## config.mk

```make
export PLATFORM = sky130hd
export DESIGN_NAME = oaht_ctrl
export DESIGN_NICKNAME = d
export VERILOG_FILES = /design/src/design/oaht_pkg.sv /design/src/design/oaht_ctrl.sv
export SDC_FILE = /design/constraint.sdc
export NUM_CORES = 1
export LEC_CHECK = 0
export BUFFER_PORTS_ARGS = -buffer_cell sky130_fd_sc_hd__buf_2
export CORE_AREA = 5 5 42 44
export CTS_CLUSTER_DIAMETER = 40
export DETAILED_ROUTE_END_ITERATION = 8
export DIE_AREA = 0 0 47 49
export SYNTH_ARGS = -nofsm -noshare
export SYNTH_HDL_FRONTEND = slang
export SYNTH_SLANG_ARGS = --single-unit
```

## constraint.sdc

```tcl
create_clock -name clk -period 1.8 [get_ports clk]
set_clock_uncertainty 0.05 [all_clocks]
set_input_delay 0.36 -clock clk [delete_from_list [all_inputs] [get_ports clk]]
set_output_delay 0.36 -clock clk [all_outputs]
set_load 0.1 [all_outputs]
```

## src/design/oaht_pkg.sv

```systemverilog
`default_nettype none

package oaht_pkg;

    localparam int LOG_SLOTS = 10;
    localparam int SLOTS     = 1 << LOG_SLOTS;
    localparam int IDX_W     = LOG_SLOTS;
    localparam int CNT_W     = LOG_SLOTS + 1;
    localparam int CAP_W     = 4;
    localparam int WORD_W    = 32;
    localparam int MIN_LOG   = 3;
    localparam int RESET_LOG = 10;

    localparam logic [IDX_W-1:0] IDX_ONE = IDX_W'(1);
    localparam logic [CNT_W-1:0] CNT_ONE = CNT_W'(1);

    // Request operations.
    localparam logic [1:0] OP_GET = 2'd0;
    localparam logic [1:0] OP_SET = 2'd1;
    localparam logic [1:0] OP_DEL = 2'd2;

    // Slot states.
    localparam logic [1:0] ST_EMPTY = 2'd0;
    localparam logic [1:0] ST_LIVE  = 2'd1;
    localparam logic [1:0] ST_TOMB  = 2'd2;

    // Response status codes.
    localparam logic [1:0] RES_DONE      = 2'd0;
    localparam logic [1:0] RES_NOT_FOUND = 2'd1;
    localparam logic [1:0] RES_FULL      = 2'd2;

    typedef struct packed {
        logic [1:0]        status;
        logic [WORD_W-1:0] key;
        logic [WORD_W-1:0] value;
    } slot_t;

    // Commands from the controller to the datapath.
    typedef struct packed {
        logic clear_step;
        logic load;
        logic issue;
        logic probe;
        logic resolve;
    } oaht_cmd_t;

    // Status from the datapath to the controller.
    typedef struct packed {
        logic clear_last;
        logic probe_done;
        logic out_free;
    } oaht_sts_t;

    function automatic logic [CNT_W-1:0] cap_of(input logic [CAP_W-1:0] lg);
        int unsigned l;
        logic [CNT_W-1:0] cap;
        l = int'(lg);
        if (l < MIN_LOG)
        begin
            l = MIN_LOG;
        end
        if (l > LOG_SLOTS)
        begin
            l = LOG_SLOTS;
        end
        cap = CNT_ONE << l;
        return cap;
    endfunction

    function automatic logic [IDX_W-1:0] mask_of(input logic [CAP_W-1:0] lg);
        logic [CNT_W-1:0] cap;
        cap = cap_of(lg) - CNT_ONE;
        return cap[IDX_W-1:0];
    endfunction

    // Three quarters of the capacity; exact since the capacity is at least 8.
    function automatic logic [CNT_W-1:0] thresh_of(input logic [CAP_W-1:0] lg);
        logic [CNT_W-1:0] cap;
        cap = cap_of(lg);
        return (cap >> 1) + (cap >> 2);
    endfunction

endpackage

`default_nettype wire

```

## src/design/oaht_ctrl.sv

```systemverilog
`default_nettype none

module oaht_ctrl
    import oaht_pkg::*;
(
    input  wire logic      clk,
    input  wire logic      rst_n,
    input  wire logic      cfg_fire,
    input  wire logic      req_valid,
    output logic           req_ready,
    input  wire oaht_sts_t sts,
    output oaht_cmd_t      cmd
);

    typedef enum logic [4:0] {
        S_CLEAR   = 5'b00001,
        S_IDLE    = 5'b00010,
        S_ISSUE   = 5'b00100,
        S_PROBE   = 5'b01000,
        S_RESOLVE = 5'b10000
    } state_t;

    state_t state_reg;
    state_t state_next;

    always_comb
    begin
        state_next = state_reg;
        case (state_reg)
            S_CLEAR:
            begin
                if (sts.clear_last)
                begin
                    state_next = S_IDLE;
                end
            end
            S_IDLE:
            begin
                if (req_valid)
                begin
                    state_next = S_ISSUE;
                end
            end
            S_ISSUE:
            begin
                state_next = S_PROBE;
            end
            S_PROBE:
            begin
                if (sts.probe_done)
                begin
                    state_next = S_RESOLVE;
                end
            end
            S_RESOLVE:
            begin
                if (sts.out_free)
                begin
                    state_next = S_IDLE;
                end
            end
            default:
            begin
                state_next = S_CLEAR;
            end
        endcase
        // A capacity write restarts the clearing pass.
        if (cfg_fire)
        begin
            state_next = S_CLEAR;
        end
    end

    always_ff @(posedge clk or negedge rst_n)
    begin
        if (!rst_n)
        begin
            state_reg <= S_CLEAR;
        end
        else
        begin
            state_reg <= state_next;
        end
    end

    assign req_ready      = (state_reg == S_IDLE);
    assign cmd.clear_step = (state_reg == S_CLEAR);
    assign cmd.load       = (state_reg == S_IDLE) && req_valid;
    assign cmd.issue      = (state_reg == S_ISSUE);
    assign cmd.probe      = (state_reg == S_PROBE);
    assign cmd.resolve    = (state_reg == S_RESOLVE) && sts.out_free;

endmodule

`default_nettype wire

```

==> run metrics, run 1 <==
Data required, critical path 1.39 ns; number of flip-flops in the largest register 5; Internal Power 274 µW; number of enable flip-flop cells after synthesis 0; Avg Cell Area, Syn 8.57 µm²; layout cells sized above 1 about 51%; Sw Pwr 139 µW; TritonRoute pass-1 iters 4; worst-margin pin slew 0.294 ns; Clk network pwr share 30.0%; Max Fclk between 500 and 600 MHz; clk_lat worst skew 0.24 ns; Reg power frac 31.6%; r2r startpoint state_reg[1]; CTS tree yes; final worst slack about 0.047 ns; Final min period 1.75 ns; hold crit path type in2reg; register area share after synthesis 37.8%; FF-to-FF path depth 3; vias in the first global route just under 400; RSZ-0062 raised after global routing no; Slowest-stage cell, CP dfrtp_1; sequential cell area 128 µm²; cells along the critical path and3_4 > and2_4 > buf_12; Critical Path AT 1.34 ns; synthesized flop and latch total 5; Leakage Power 0.000268 µW; Yosys cell types 20; input/output buffers 12; share of the synthesized area in the top cell type 30.0%; Crit. End Element primary output; Gate power share a little under two fifths; ys flop type dfrtp_1; startpoint types register; Final setup violation count 0; I/O Pins 13; DRT iter0 DRCs 11; dpl ws about 0.27 ns; Power Density 697 nW/µm²; Antenna Nets Post-Route 0; ant diodes 0; grt ovf 0; crit-path leading delay family flip-flops; via count 374; HPWL after DPL 675 µm; crit path from state_reg[1]; Layout area overhead 77.5%; GP Congestion 0.683; total design power 413 µW; peak supply drop 0.000333 V; Post-synth ARST share 100%; Longest Clk Path Bufs 2; r2r endpoint state_reg[1]; # DRC 0; clock root buffer clkbuf_4; synth cell count leaders nor2_1 (5), and3_1 (4), dfrtp_1 (4); syn_nets 46; core area 1400 µm²; Total Nets Final 67; Vias/cell 4.99; Std-Cell Rows 14; status finished clean; global-route wire length before repair 1550 µm; Starting Density 23.8%; fin crit share 97.4%; largest net degree at the start of global routing 9; Clock Pin Slew Worst Setup and Hold Paths 0.04 ns; Fillers 146; Syn. warnings 0; maximum fanout along the worst path 7; chip width between 40 and 50 µm; critical path class reg2out; Crit path largest cell delay roughly 0.50 ns; post-synth top area cell dfrtp_1; Rel. slew slack about four fifths; Synth area leaders dfrtp_1 (30%), dfstp_2 (7.9%), and3_1 (7.5%), nand3b_1 (6.7%), nor2_1 (5.6%); WP buf/inv 1; Post-Route WL 877 µm; H-tree depth 1; FF-to-FF setup slack ~0.41 ns; count leader, synth nor2_1; final cell count without fillers 75; die height 49 µm; total CTS buffers 3; clock sinks 5; cell count after placement 69; CP Capture Point cmd[3]; DR WL/cell 11.7 µm; Synth Instances 39; Cell Area, Synth 334 µm²; Die Area 2300 µm²; Critical Path Stages 3; max-cap viol count 0; area of the multi-input gates 218 µm²; antenna violations before repair 0; Total Routing Usage GR under 10%; final hold vios 0; switching share of total power 33.7%; max-slew violations 0
-- stage by stage --
step                hold slack (ns)  area [µm²]  TNS, ns  utilization (%)
global placement              0.126         529        0             37.8
CTS                           0.301         566        0             40.4
detailed placement            0.126         529        0             37.8
floorplan                    0.0144         342   -0.187                -
global route                  0.308         593        0             42.3
finish                        0.302         593        0             42.3
-- layer usage --
layer	track usage [%]	part of all wire (%)
met1	11.1	44
met5	0	0
met3	1.48	4.3
met2	13.6	48
met4	8.29	3.5
-- cell usage in the layout, fill, tap and decap left out, types with 3 or more instances in the layout --
master,Yosys,routed
buf_4,0,3
a21oi_1,3,3
buf_12,0,6
clkbuf_4,0,3
nor2_1,5,3
nand3b_1,3,3
buf_2,1,6
dfrtp_1,4,3
-- worst min-delay path by stage --
stage,startpoint,end,slack (ns),cells past startpoint
finish,cfg_fire,state_reg[3],0.30,2
global route,cfg_fire,state_reg[3],0.31,2
CTS,cfg_fire,state_reg[3],0.30,2
detailed placement,rst_n,state_reg[3],0.13,1
global placement,rst_n,state_reg[4],0.13,1
floorplan,rst_n,state_reg[1],0.01,0
-- power groups by stage --
stage	Combinational, µW	Clock [µW]	Sequential [µW]
global route	170	137	131
CTS	151	132	128
floorplan	95.0	0	127
global placement	147	0	129
detailed placement	149	0	129
finish	159	124	131
-- cell type report --
cell class,count,area share [%]
Multi-Input combinational cell,31,36.7
Timing Repair Buffer,17,32.7
Sequential cell,5,21.5
Clock buffer,4,4.43
Tap cell,16,3.38
Inverter,2,1.27
-- repair_timing --
action                                 in CTS  in global routing
buffers inserted                            0                  1
setup endpoints to repair                   0                  4
endpoints found under the hold margin       4                  0
hold buffers                                1                  0
gates resized for setup                     0                  7
-- worst reg2reg max path, cell delays in order (launching register included) --
cell and delay [ns]:
dfrtp_1 0.47, or4_1 0.49, a21oi_1 0.15, a32o_1 0.17
-- kinds of logic after synthesis --
kind of cell | count (synthesis) | share of synthesized area (%)
compound gates | 9 | 18.4
xor+xnor | 1 | 2.62
buf+inv | 3 | 3.74
flops | 5 | 37.8
simple gates | 21 | 37.5
(Power assumes the default switching activity.)
==> run 2: changes to the inputs <==
- CORE_AREA: 5 5 42 44 -> 2 2 39 41
- DIE_AREA: 0 0 47 49 -> 0 0 41 43
==> run 2 against run 1 <==
Power decreased by 2.1%. Clock power hardly changed. Cell area is 3.4% lower. Critical path depth rose by 1. Utilization decreased by 0.91 points. Clock-buffer cell count did not move. Register-to-register slack got worse by 0.02 ns. Combinational power fell by 5%. Via count down 5.3%.
==> run metrics, run 2 (synthesis gave the netlist of run 1 again) <==
status finished clean; Starting Density 24.1% (+0.30 points); Fillers 134 (-8.2%); Gate power share 37.3% (-1.1 points); largest net degree at the start of global routing 9 (unchanged); Reg power frac 31.6% (about the same); Layout area overhead 71.5%; Leakage Power 0.000260 µW (-2.7%); Critical Path AT 1.34 ns (about the same); # DRC 0 (unchanged); Die Area 1760 µm² (-23%); Data required, critical path 1.39 ns (about the same); input/output buffers 12 (unchanged); Clock Pin Slew Worst Setup and Hold Paths 0.04 ns (about the same); TritonRoute pass-1 iters 4 (unchanged); layout cells sized above 1 48.3% (-2.6 points); peak supply drop 0.000349 V (+5.0%); Std-Cell Rows 14 (unchanged); die height 43 µm (-12%); Sw Pwr 135 µW (-2.7%); DR WL/cell 11.3 µm (-3.7%); final hold vios 0 (unchanged); ant diodes 0 (unchanged); Final setup violation count 0 (unchanged); switching share of total power 33.5% (-0.20 points); Internal Power 269 µW (-1.8%); chip width 41 µm (-13%); number of buffers added for setup after CTS 0 (unchanged); clk_lat worst skew 0.24 ns (about the same); max-slew violations 0 (unchanged); antenna violations before repair 0 (unchanged); grt ovf 0 (unchanged); clock root buffer clkbuf_4; startpoint types register; Clk network pwr share 31.0% (+1.0 points); worst-margin pin slew 0.232 ns (-0.0624 ns); Longest Clk Path Bufs 2 (unchanged); H-tree depth 1 (unchanged); Total Nets Final 66 (-1.5%); commonest non-fill, non-tap cells in the layout buf_2 (6), buf_12 (6), nor2_1 (4); Post-Route WL 833 µm (-5.0%); Total Routing Usage GR 12.8% (+3.4 points); Rel. slew slack 84.3% (+4.0 points); number of flip-flops in the largest register 5 (unchanged); CTS tree yes; vias in the first global route 347 (-9.9%); critical path class reg2out; Antenna Nets Post-Route 0 (unchanged); I/O Pins 13 (unchanged); maximum fanout along the worst path 8 (+1); fin crit share 97.1% (-0.27 points); RSZ-0062 raised after global routing yes; global-route wire length before repair 1390 µm (-10%); Power Density 706 nW/µm² (+1.3%); total CTS buffers 3 (unchanged); hold crit path type in2reg; Final min period 1.75 ns (-0.00481 ns); DRT iter0 DRCs 5 (-6); cells along the critical path buf_4 > nor3_2 > and3_2 > buf_12; via count 354 (-5.3%); clock sinks 5 (unchanged); Vias/cell 4.78 (-4.1%); GP Congestion 0.805 (+18%); WP buf/inv 2 (+1); core area 1380 µm² (-1.2%); max-cap viol count 0 (unchanged); Slowest-stage cell, CP dfstp_2; Crit path largest cell delay 0.36 ns (-0.14 ns); HPWL after DPL 622 µm (-7.9%); crit-path leading delay family simple AND/OR/NAND/NOR gates; Crit. End Element primary output; total design power 405 µW (-2.1%); Max Fclk 572 MHz (+0.27%); hold_ws 0.299 ns (-0.00353 ns)
==> run 2: cell types whose count changed in the layout (fill, tap and decap cells not counted), sizes merged <==
cell	change
buf	-1
==> run 2: final timing paths <==
kind | depth (start not counted) | slack (ns) | to | start
min in group asynchronous | 2 | 0.47 | state_reg[3] | rst_n
min reg2reg | 2 | 0.61 | state_reg[0] | state_reg[2]
min | 2 | 0.30 | state_reg[3] | cfg_fire
max reg2reg | 3 | 0.39 | state_reg[1] | state_reg[2]
max | 4 | 0.05 | cmd[0] | state_reg[0]
max in group asynchronous | 2 | 1.03 | state_reg[0] | rst_n
==> run 2: cell type report <==
class	instances	area [µm²]	share of cell area, %
Clock buffer	4	26.3	4.59
Inverter	2	7.51	1.31
Multi-Input combinational cell	31	209	36.5
Sequential cell	5	128	22.3
Tap cell	16	20.0	3.49
Timing Repair Buffer	16	183	31.9
==> run 2: worst register-to-register path: stages, from the launching register on <==
cell and delay [ns]:
dfrtp_2 0.44, or4_1 0.51, a21oi_1 0.17, a32o_1 0.18
==> run 2: metrics by stage <==
| step | setup WS, ns | cell area [µm²] | instances | TNS [ns] | util [%] |
|---|---|---|---|---|---|
| detailed placement | 0.274 | 529 | 69 | 0 | 38.2 |
| finish | 0.0514 | 573 | 74 | 0 | 41.4 |
| CTS | 0.00946 | 566 | 74 | 0 | 40.9 |
| global route | -0.0177 | 573 | 74 | -0.0274 | 41.4 |
| global placement | 0.268 | 529 | 69 | 0 | 38.2 |
| floorplan | -0.187 | 342 | 39 | -0.187 | - |
==> run 2: power groups by stage <==
stage / logic [µW] / registers (µW) / clock network [µW]
after floorplan: 95.0 / 127 / 0
after global routing: 160 / 129 / 146
after CTS: 150 / 128 / 131
after global placement: 148 / 129 / 0
after detailed placement: 148 / 129 / 0
final: 151 / 128 / 126
==> run 2: what timing repair did <==
item / 4_1_cts / 5_1_grt
resized for setup: 0 / 4
hold buffers: 1 / 0
setup endpoints to repair: 0 / 3
hold endpoints to repair: 4 / 0
==> run 2: per-layer routing <==
metal  vias to the layer above  GRT usage, %  routed length, µm
met2                        13          13.4                367
li1                        177             -                  -
met4                         0          19.3                 66
met1                       158          16.5                360
met5                         -             0                  0
met3                         6          2.09                 38
==> run 3: changes to the inputs <==
- clock period: 1.8 -> 2 ns (I/O delays scaled with it)
==> run 3 against run 2 <==
Power down 10%. Register-to-register slack improved by 0.18 ns. Via count increased by 0.56%. Cell area down 3.9%. Combinational power decreased by 17%. Sequential cell count unchanged. Non-clock buffer count down 2. Clock power is 6% lower. Sequential share of layout area is 0.68 points higher. Die area stayed put. Worst setup slack better by 0.019 ns.
==> run metrics, run 3 (synthesis gave the netlist of run 1 again) <==
status finished clean; Final setup violation count 0 (unchanged); H-tree depth 1 (unchanged); HPWL after DPL 636 µm (+2.4%); FF-to-FF setup slack 0.57 ns (+0.18 ns); Slowest-stage cell, CP dfstp_2; dpl ws 0.311 ns (+0.0365 ns); peak supply drop 0.000283 V (-19%); vias in the first global route 346 (-0.29%); Clock Pin Slew Worst Setup and Hold Paths 0.05 ns (about the same); layout cells sized above 1 39.3% (-9.0 points); max-cap viol count 0 (unchanged); Final min period 1.93 ns; clock sinks 5 (unchanged); Vias/cell 4.94 (+3.4%); fin crit share 96.5%; input/output buffers 12 (unchanged); Starting Density 24.1% (unchanged); Post-Route WL 836 µm (+0.36%); Power Density 661 nW/µm² (-6.3%); die height 43 µm (unchanged); GP Congestion 0.778 (-3.4%); Crit path largest cell delay 0.61 ns (+0.25 ns); chip width 41 µm (unchanged); final hold vios 0 (unchanged); total negative slack 0 ns (unchanged); critical path class reg2out; TritonRoute pass-1 iters 4 (unchanged); hold_ws 0.326 ns (+0.0271 ns); DR WL/cell 11.6 µm (+3.1%); largest net degree at the start of global routing 10 (+1); DRT iter0 DRCs 9 (+4); Die Area 1760 µm² (unchanged); Data required, critical path 1.55 ns (+0.16 ns); Layout area overhead 64.8%; startpoint types register; Total Nets Final 64 (-3.0%); Fillers 142 (+6.0%); Antenna Nets Post-Route 0 (unchanged); hold crit path type in2reg; Max Fclk between 500 and 600 MHz; Leakage Power 0.000257 µW (-1.1%); Std-Cell Rows 14 (unchanged); antenna violations before repair 0 (unchanged); core area 1380 µm² (unchanged); Total Routing Usage GR 11.8% (-0.92 points); final worst slack 0.0700 ns (+0.0187 ns); Rel. slew slack 83.0% (-1.3 points); total CTS buffers 3 (unchanged); CTS tree yes; maximum fanout along the worst path 9 (+1); via count 356 (+0.56%); max-slew violations 0 (unchanged); global-route wire length before repair 1320 µm (-4.5%); grt ovf 0 (unchanged); I/O Pins 13 (unchanged); Crit. End Element primary output; clk_lat worst skew 0.24 ns (about the same); ant diodes 0 (unchanged); # DRC 0 (unchanged); Longest Clk Path Bufs 2 (unchanged); RSZ-0062 raised after global routing no; worst-margin pin slew 0.251 ns (+0.0191 ns); Critical Path AT 1.48 ns (+0.14 ns); number of flip-flops in the largest register 5 (unchanged); commonest non-fill, non-tap cells in the layout buf_2 (6), buf_12 (6), nor2_1 (4), dfrtp_1 (4); clock root buffer clkbuf_4; cells along the critical path nor2_1 > and3_2 > and2_4 > buf_12
## run 3: cell types whose count changed in the layout (fill, tap and decap cells not counted), sizes merged
| cell | previous run | this run |
|---|---|---|
| buf | 15 | 13 |
## run 3: final timing paths
path,from,to,cells past startpoint
max in group asynchronous,rst_n,state_reg[0],2
min reg2reg,state_reg[4],state_reg[4],3
max reg2reg,state_reg[2],state_reg[1],3
min in group asynchronous,rst_n,state_reg[4],2
min,cfg_fire,state_reg[4],2
max,state_reg[0],cmd[3],4
## run 3: layer usage
metal / track usage, % / wire length [µm]
met3: 3.66 / 35
met2: 14.4 / 394
met5: 0 / 0
met1: 13.2 / 391
met4: 16.0 / 15
## run 3: critical path, delay by kind of cell (launching register included)
family                 cells  cell delay [ns]
buffers and inverters      1             0.16
and+or+nand+nor            3             0.47
DFF                        1             0.61
## run 3: report_power, final
group	internal, µW	total, µW	switching (µW)	leakage [µW]
combinational	51.7	125	73.0	0.000177
clock	75.4	118	42.1	0.0000150
sequential	110	122	12.2	0.0000657
## run 3: repair_timing
action                     4_1_cts  5_1_grt
hold buffers                     1        0
setup endpoints to repair        0        1
buffers inserted                 0        0
resized for setup                0        1
hold endpoints to repair         4        0
## run 3: stage by stage
step                      total power (µW)  instances  cell area, µm²  utilization (%)
final                                  364         72             551             39.8
after CTS                              369         72             548             39.6
after global routing                   390         72             551             39.8
after detailed placement               246         67             512             37.0
after global placement                 245         67             512             37.0
after floorplan                        198         39             339                -
## run 3: layout make-up
class                   instances  area [µm²]  share of cell area, %
multi-input cells              31         203                   36.8
repair buffers                 14         168                   30.5
flip-flops and latches          5         126                   23.0
clock buffers                   4        26.3                   4.77
well taps                      16        20.0                   3.64
inverters                       2        7.51                   1.36
